**src/rtl/core/assert_macros.svh**
```systemverilog
// Assertion helpers; bodies vanish in synthesis builds.
`ifndef ASSERT_MACROS_SVH
`define ASSERT_MACROS_SVH

`ifndef SYNTHESIS
// Check a property on every rising edge outside reset.
`define ASSERT_PROP(lbl, clk, rst, prop) \
  lbl: assert property (@(posedge clk) disable iff (rst) (prop)) \
    else $error("assertion failed");
// Check that an expression is never true outside reset.
`define ASSERT_NEVER(lbl, clk, rst, expr) \
  lbl: assert property (@(posedge clk) disable iff (rst) !(expr)) \
    else $error("forbidden condition seen");
`else
`define ASSERT_PROP(lbl, clk, rst, prop)
`define ASSERT_NEVER(lbl, clk, rst, expr)
`endif

`endif

```
**src/rtl/core/dsdq_pkg.sv**
```systemverilog
`timescale 1ns / 1ps

package dsdq_pkg;

  localparam int DEFAULT_QUEUE_DEPTH = 64;
  localparam int DEFAULT_COORD_BITS  = 16;
  localparam int KIND_BITS           = 8;
  localparam int VARIANT_BITS        = 8;

  // action codes carried on s_tuser
  localparam logic ACT_INSERT = 1'b0;
  localparam logic ACT_FLUSH  = 1'b1;

  // command broadcast to every cell in the chain
  typedef struct packed {
    logic load_new;   // insert the incoming entry
    logic shift_out;  // move every entry one cell toward the head
  } dsdq_cmd_t;

endpackage

```
**src/rtl/core/dsdq_cell.sv**
```systemverilog
`timescale 1ns / 1ps

module dsdq_cell #(
  parameter int COORD_BITS = dsdq_pkg::DEFAULT_COORD_BITS,
  parameter int CNT_W      = 7,
  parameter int IDX        = 0,
  parameter int ENT_W      = 2 * COORD_BITS + dsdq_pkg::KIND_BITS + dsdq_pkg::VARIANT_BITS
) (
  input  logic                  clk,
  input  dsdq_pkg::dsdq_cmd_t   cmd,
  input  logic [CNT_W-1:0]      count,
  input  logic [ENT_W-1:0]      new_ent,
  input  logic [COORD_BITS:0]   new_key,
  input  logic                  prev_ge,
  input  logic                  prev_occ,
  input  logic [ENT_W-1:0]      prev_ent,
  input  logic [ENT_W-1:0]      next_ent,
  output logic [ENT_W-1:0]      ent,
  output logic                  ge,
  output logic                  occ
);
  import dsdq_pkg::*;

  logic [COORD_BITS-1:0] x;
  logic [COORD_BITS-1:0] y;
  logic [COORD_BITS:0]   key;
  logic [ENT_W-1:0]      ent_next;

  assign x   = ent[COORD_BITS-1:0];
  assign y   = ent[2*COORD_BITS-1:COORD_BITS];
  assign key = {x[COORD_BITS-1], x} + {y[COORD_BITS-1], y};
  assign occ = (count > CNT_W'(IDX));
  assign ge  = occ && ($signed(key) >= $signed(new_key));

  always_comb begin
    ent_next = ent;
    if (cmd.shift_out) begin
      ent_next = next_ent;
    end else if (cmd.load_new) begin
      // shift right behind the insertion point, take the new word at it
      if (prev_ge) begin
        ent_next = prev_ent;
      end else if (ge || (!occ && prev_occ)) begin
        ent_next = new_ent;
      end
    end
  end

  always_ff @(posedge clk) begin
    ent <= ent_next;
  end

endmodule
```
**config.mk**
```make
export PLATFORM = sky130hd
export DESIGN_NAME = dsdq_cell
export DESIGN_NICKNAME = d
export VERILOG_FILES = /design/src/rtl/core/assert_macros.svh /design/src/rtl/core/dsdq_pkg.sv /design/src/rtl/core/dsdq_cell.sv
export SDC_FILE = /design/constraint.sdc
export NUM_CORES = 1
export LEC_CHECK = 0
export BUFFER_PORTS_ARGS = -buffer_cell sky130_fd_sc_hd__buf_2
export CAP_MARGIN = 10
export CORE_MARGIN = 1
export CORE_UTILIZATION = 48
export CTS_CLUSTER_DIAMETER = 200
export CTS_CLUSTER_SIZE = 20
export DETAILED_ROUTE_END_ITERATION = 7
export GPL_TIMING_DRIVEN = 0
export PLACE_DENSITY = 0.92
export SETUP_SLACK_MARGIN = 0.5
export SYNTH_ARGS = -nofsm -noshare
export SYNTH_HDL_FRONTEND = slang
export SYNTH_SLANG_ARGS = --single-unit
export TNS_END_PERCENT = 30
```
**constraint.sdc**
```tcl
create_clock -name clk -period 13 [get_ports clk]
set_input_delay 0.65 -clock clk [delete_from_list [all_inputs] [get_ports clk]]
set_output_delay 0.65 -clock clk [all_outputs]
set_load 0.01 [all_outputs]
```
* Yosys cells after proc, flatten, opt, wreduce, memory -nomap -nowiden
Cells that the tools add are included.
** Word-level totals
- Bits in writable memories :: 0
- Register bits after elaboration :: 48
- Output and inout port bits :: 50
- Memories kept :: 0
- Bits in latches :: 0
- ROM bits :: 0
- Input bits :: 173
- Word-level logic and storage cells :: 15
** Operators by class
- Divide/modulo/power cells :: 0
- Bitwise operators :: 0
- Order comparisons :: 2
- $mul :: 0
- Reduce and logical (&&, ||, !) cells :: 7
- Eq/ne operators :: 0
- Shift operators :: 0
- Muxes and demuxes :: 4
- Add/subtract/negate cells :: 1
** Operator list (count)
- 48-bit 2-to-1 mux :: 4
- 16-bit by 16-bit adder with 17-bit output :: 1
- 17-bit >= comparator :: 1
- 7-bit by 1-bit > comparator with 1-bit output (second input constant) :: 1
- 3-bit nonzero test :: 1
- 1-bit logical AND :: 2
- 2-bit AND reduction :: 1
- 2-bit nonzero test :: 1
- 1-bit logical NOT :: 1
- 1-bit logical OR :: 1

* Longest topological paths before layout
- Word-level depth :: 8
- Gate-level depth with buffers :: 16
- Gate-level depth less buffers :: 16

* Least setup slack after synthesis
OpenSTA, ideal clock, no wires.
- Path type :: reg-to-reg
- From :: register ent[10]
- To :: register ent[0] (enable)
- Clock period less this slack :: 5.957 ns
- Slack :: 7.043 ns
- Stages on the path, launching flop included :: 14
- Path buffers :: 1
- Required time :: 12.517 ns
- Arrival :: 5.475 ns
- Cells stage by stage :: edfxtp_1 ha_1 buf_6 a2111o_1 a31o_1 a21oi_1 o22a_1 nand3_2 ha_1 nand2_1 or3_1 o311ai_1 a21oi_1 o41ai_2
** Between the ends
- Word-level cells in the longest chain between the ends :: 6
** RTL lines
- from (decl) :: RTL line dsdq_cell.sv:18 : output logic [ENT_W-1:0] ent,
- from (signal assigned) :: RTL line dsdq_cell.sv:50 : ent <= ent_next;
- 16-bit by 16-bit adder with 17-bit output :: RTL line dsdq_cell.sv:31 : assign key = {x[COORD_BITS-1], x} + {y[COORD_BITS-1], y};
- 17-bit >= comparator :: RTL line dsdq_cell.sv:33 : assign ge = occ && ($signed(key) >= $signed(new_key));
- 1-bit logical AND :: RTL line dsdq_cell.sv:33
- 1-bit logical OR :: RTL line dsdq_cell.sv:43 : end else if (ge || (!occ && prev_occ)) begin
- 3-bit nonzero test (no line)
- 2-bit AND reduction (no line)
No other way between the ends.
A chain may end at the register's enable or synchronous reset.

* Worst setup path after layout
- From :: register ent[16]
- To :: register ent[31] (enable)
The elaborated chain is that of the path after synthesis.

==> results.txt <==
The run finished with clean final reports. The register-to-register setup slack came out at approximately 8400 ps. The number of hold violations in the final report is 0. The largest registers in the layout are ent (48). The average instance area after synthesis is between 9 and 10 µm². The number of global-route vias before repair is 3749.

The root cell of the clock tree is clkbuf_8. At the later pin of the worst-skew pair, clock insertion delay measures between 200 and 300 ps. The aggregate routed wire length came out at approximately 11 mm.

The peak per-stage delay on the critical path came out at 800 ps. The initial utilization of the core area, before any placement, comes to between 50% and 60%. Counting stages on the worst path, the most repeated cell is a21oi_1. Between clock sinks in the finished design, the worst skew comes to 3.65 ps. The max capacitance violation total is 0. The min-delay analysis places its worst path in the category input pin to flop.

The synthesized design devotes to its leading area cell type 39.3% of total area. At the worst endpoint, the arrival time is 4620 ps. The number of nets handed over by synthesis was slightly below 600. Ranked by flip-flop count, first place goes to ent. The via count of the routed design came out at about 3800. The pre-antenna-repair detailed-routing pass consisted of 5 iterations. TritonCTS built the clock tree. The first-pass GRT wire length is approximately 17 mm.

The worst-case IR drop observed on VDD is just over 80 µV. The worst hold path terminates at ent[45]. The count of final setup violators is 0. The distinct cell type count of the synthesized netlist is 45.

The maximum fanout count along the critical path is 15. Setup repair after global routing left no endpoint under its margin. The total number of yosys warnings came out at 0.

The number of antenna violations at the first check in global routing is 0. After clock tree synthesis, the clock-pin slew on the worst setup and hold paths is around 90 ps. The residual DRC count is 0. The area of the placeable core is approximately 0.0073 mm². The accumulated negative setup slack is 0 ps. The height of the chip is between 80 and 90 µm.

The number of diodes came out at 0. The floorplan step set the die width to just under 90 µm. The relative max-transition margin came out at a little over two fifths.

The number of hold buffers added after CTS was 0. The final hold slack is between 600 and 700 ps. The startpoint kind of the worst setup timing path is a flop. The hold path startpoint is next_ent[45]. The signal on the critical path passes through ha_1 > inv_1 > fa_1 > nor2b_1 > o211ai_1 > a21o_1 > a21oi_1 > o21a_1 > o31ai_2 > ha_1 > o21a_1 > a21oi_1 > o311ai_1 > a21oi_1 > o41ai_4 > buf_8 > buf_6. The flop and latch count out of synthesis came out at between 40 and 50. The final RePlAce weighted congestion came out at between 0.8 and 0.9. The remaining antenna violation count after routing came out at 0. The share of layout cells above drive strength 1 came out at between 30% and 40%. The final HPWL from detailed placement is 9.69 mm. The number of nets at the end of the flow is 817. The number of CTS-inserted buffers came out at 5.

At the pin with the least slew margin, the transition time is about 860 ps. The placement row count came out at 31. The maximum number of pins on one net before global-route repair is 16. In the finished design, the share of the clock period the worst path needs comes to between 30% and 40%. After synthesis, the cell types taking the most area are edfxtp_1 (39%), mux2i_1 (13%), ha_1 (11%). By startpoint and endpoint, the worst setup path is classified as flop to flop. The endpoint identified for the worst register-to-register timing path is ent[31]. In this run the power density over the cells is 128 mW/mm². Buffers added to address setup during post-CTS repair amount to 0. The post-synthesis async set-or-reset flop share came out at 0%. In the layout the commonest cells are buf_2 (225), nand2_1 (59), o21ai_0 (55).

The beginning of the worst register-to-register path is ent[16]. The path depth of the worst reg2reg path is 17. The most area-hungry cell type in the Yosys netlist is edfxtp_1. The endpoint required time on the critical path is between 10000 and 15000 ps.

The largest individual stage delay along the critical path comes from the cell o41ai_4. Cells fill between 60 and 70% of the core in the end. The post-layout minimum cycle time is about 4600 ps. The number of synthesized flops with an enable pin came out at 48. The total of cells resized after clock tree synthesis is 0. Leaving out fill and tap cells, the most frequent cell in the layout is buf_2. The number of H-tree levels came out at 2. The maximum clock frequency is 217 MHz. Dividing the detail-routed wire length by the instance count gives between 15 and 20 µm. The register with the most flip-flops in the layout has 48 of them. The sequential share of the synthesized area is between 30% and 40%. In the synthesized netlist the dominant register cell turns out to be edfxtp_1. The via count normalized by instance count is approximately 5.3.

The static leakage power is about 2.6 nW. The endpoint type of the worst setup path is a flop. The final-report max-slew violation count came out at 0.

The layout-stage area growth over the synthesis result came out at 37.0%. The count of buffers inserted at the top-level ports is 220. Global routing used ~29% of the available tracks.

Summing every instance area after synthesis gives 0.00367 mm². The area of the die came out at approximately 0.008 mm². The iteration-0 DRC count of the detailed router is between 150 and 200. The residual overflow from global routing is 0.

The hold path depth is 3. The top-level port count came out at ~220. In the synthesized netlist, the number of instances is between 300 and 400. The longest clock path from root to sink contains 2 buffers. The total clock sinks is 48.
## worst max-delay path, delay by kind of cell, from the launching register on
kind,cells,cell delay (ps)
compound gates,10,2280
fa+ha+maj,3,980
buf+inv,3,490
flops,1,380
simple gates,1,170
## cells in the mapped netlist (2+ instances only)
cell type	number
o311ai_1	2
o21ai_0	55
a21o_1	7
a21oi_2	2
nor2_1	9
mux2i_1	48
o21a_1	3
nand2b_1	3
a211oi_1	2
clkbuf_1	13
ha_1	33
nand2_1	59
o21bai_1	2
o211ai_1	2
nor2b_1	6
edfxtp_1	48
nand4_1	5
xor2_1	2
xnor2_1	10
nand3_1	2
a21oi_1	14
nor3_1	2
buf_2	5
inv_1	25
## worst max path at each step
| stage | startpoint | to | slack (ps) | depth (start not counted) |
|---|---|---|---|---|
| 2_1_floorplan | ent[10] | ent[0] | 7040 | 13 |
| 3_3_place_gp | ent[16] | ent[44] | 5770 | 15 |
| 3_5_place_dp | ent[16] | ent[35] | 8380 | 17 |
| 4_1_cts | ent[16] | ent[38] | 8370 | 17 |
| 5_1_grt | ent[16] | ent[31] | 8050 | 17 |
| 6_report | ent[16] | ent[31] | 8380 | 17 |
## where the power goes
group | leakage, nW | internal (W) | total, W | switching (W)
Sequential | 0.498 | 0.000207 | 0.000222 | 0.0000156
Clock | 0.0453 | 0.0000366 | 0.0000854 | 0.0000488
Combinational | 2.03 | 0.000151 | 0.000335 | 0.000184
## per-layer routing
layer  wire length, µm  share of wire, %  up-vias  track usage (%)
li1                  -                 -     1836                -
met4               302               2.6        0             11.7
met3               709               6.2       29             4.80
met5                 0                 0        -                0
met1              4360                38     1733             31.7
met2              6120                53      169             53.6
## kinds of logic after synthesis
group / Yosys count / share of synthesized area (%)
XOR/XNOR: 12 / 2.86
AND/OR/NAND/NOR: 92 / 11.0
multiplexers: 48 / 13.1
buffers and inverters: 44 / 4.88
adder cells (fa/ha/maj): 34 / 11.8
AO/OA/AOI/OAI: 102 / 17.0
flip-flops: 48 / 39.3
## stage by stage
stage,cell area [µm²],cells,setup WS [ps],total power (W)
finish,5030,710,8380,0.000643
global route,5030,710,8050,0.000688
CTS,5030,710,8370,0.000643
detailed placement,4940,702,8380,0.000557
global placement,4890,699,5770,0.000535
floorplan,3670,380,7040,0.000444
## cell type report
class                           instances  area [µm²]
Fill cell                             569        2300
Sequential cell                        48        1440
Buffer                                 19        85.1
Tap cell                               99         124
Timing Repair Buffer                  223        1140
Clock inverter                          3        13.8
Multi-Input combinational cell        288        2060
Clock buffer                            5        68.8
Inverter                               25        93.8
No activity file was read; power rests on OpenSTA's default activity.
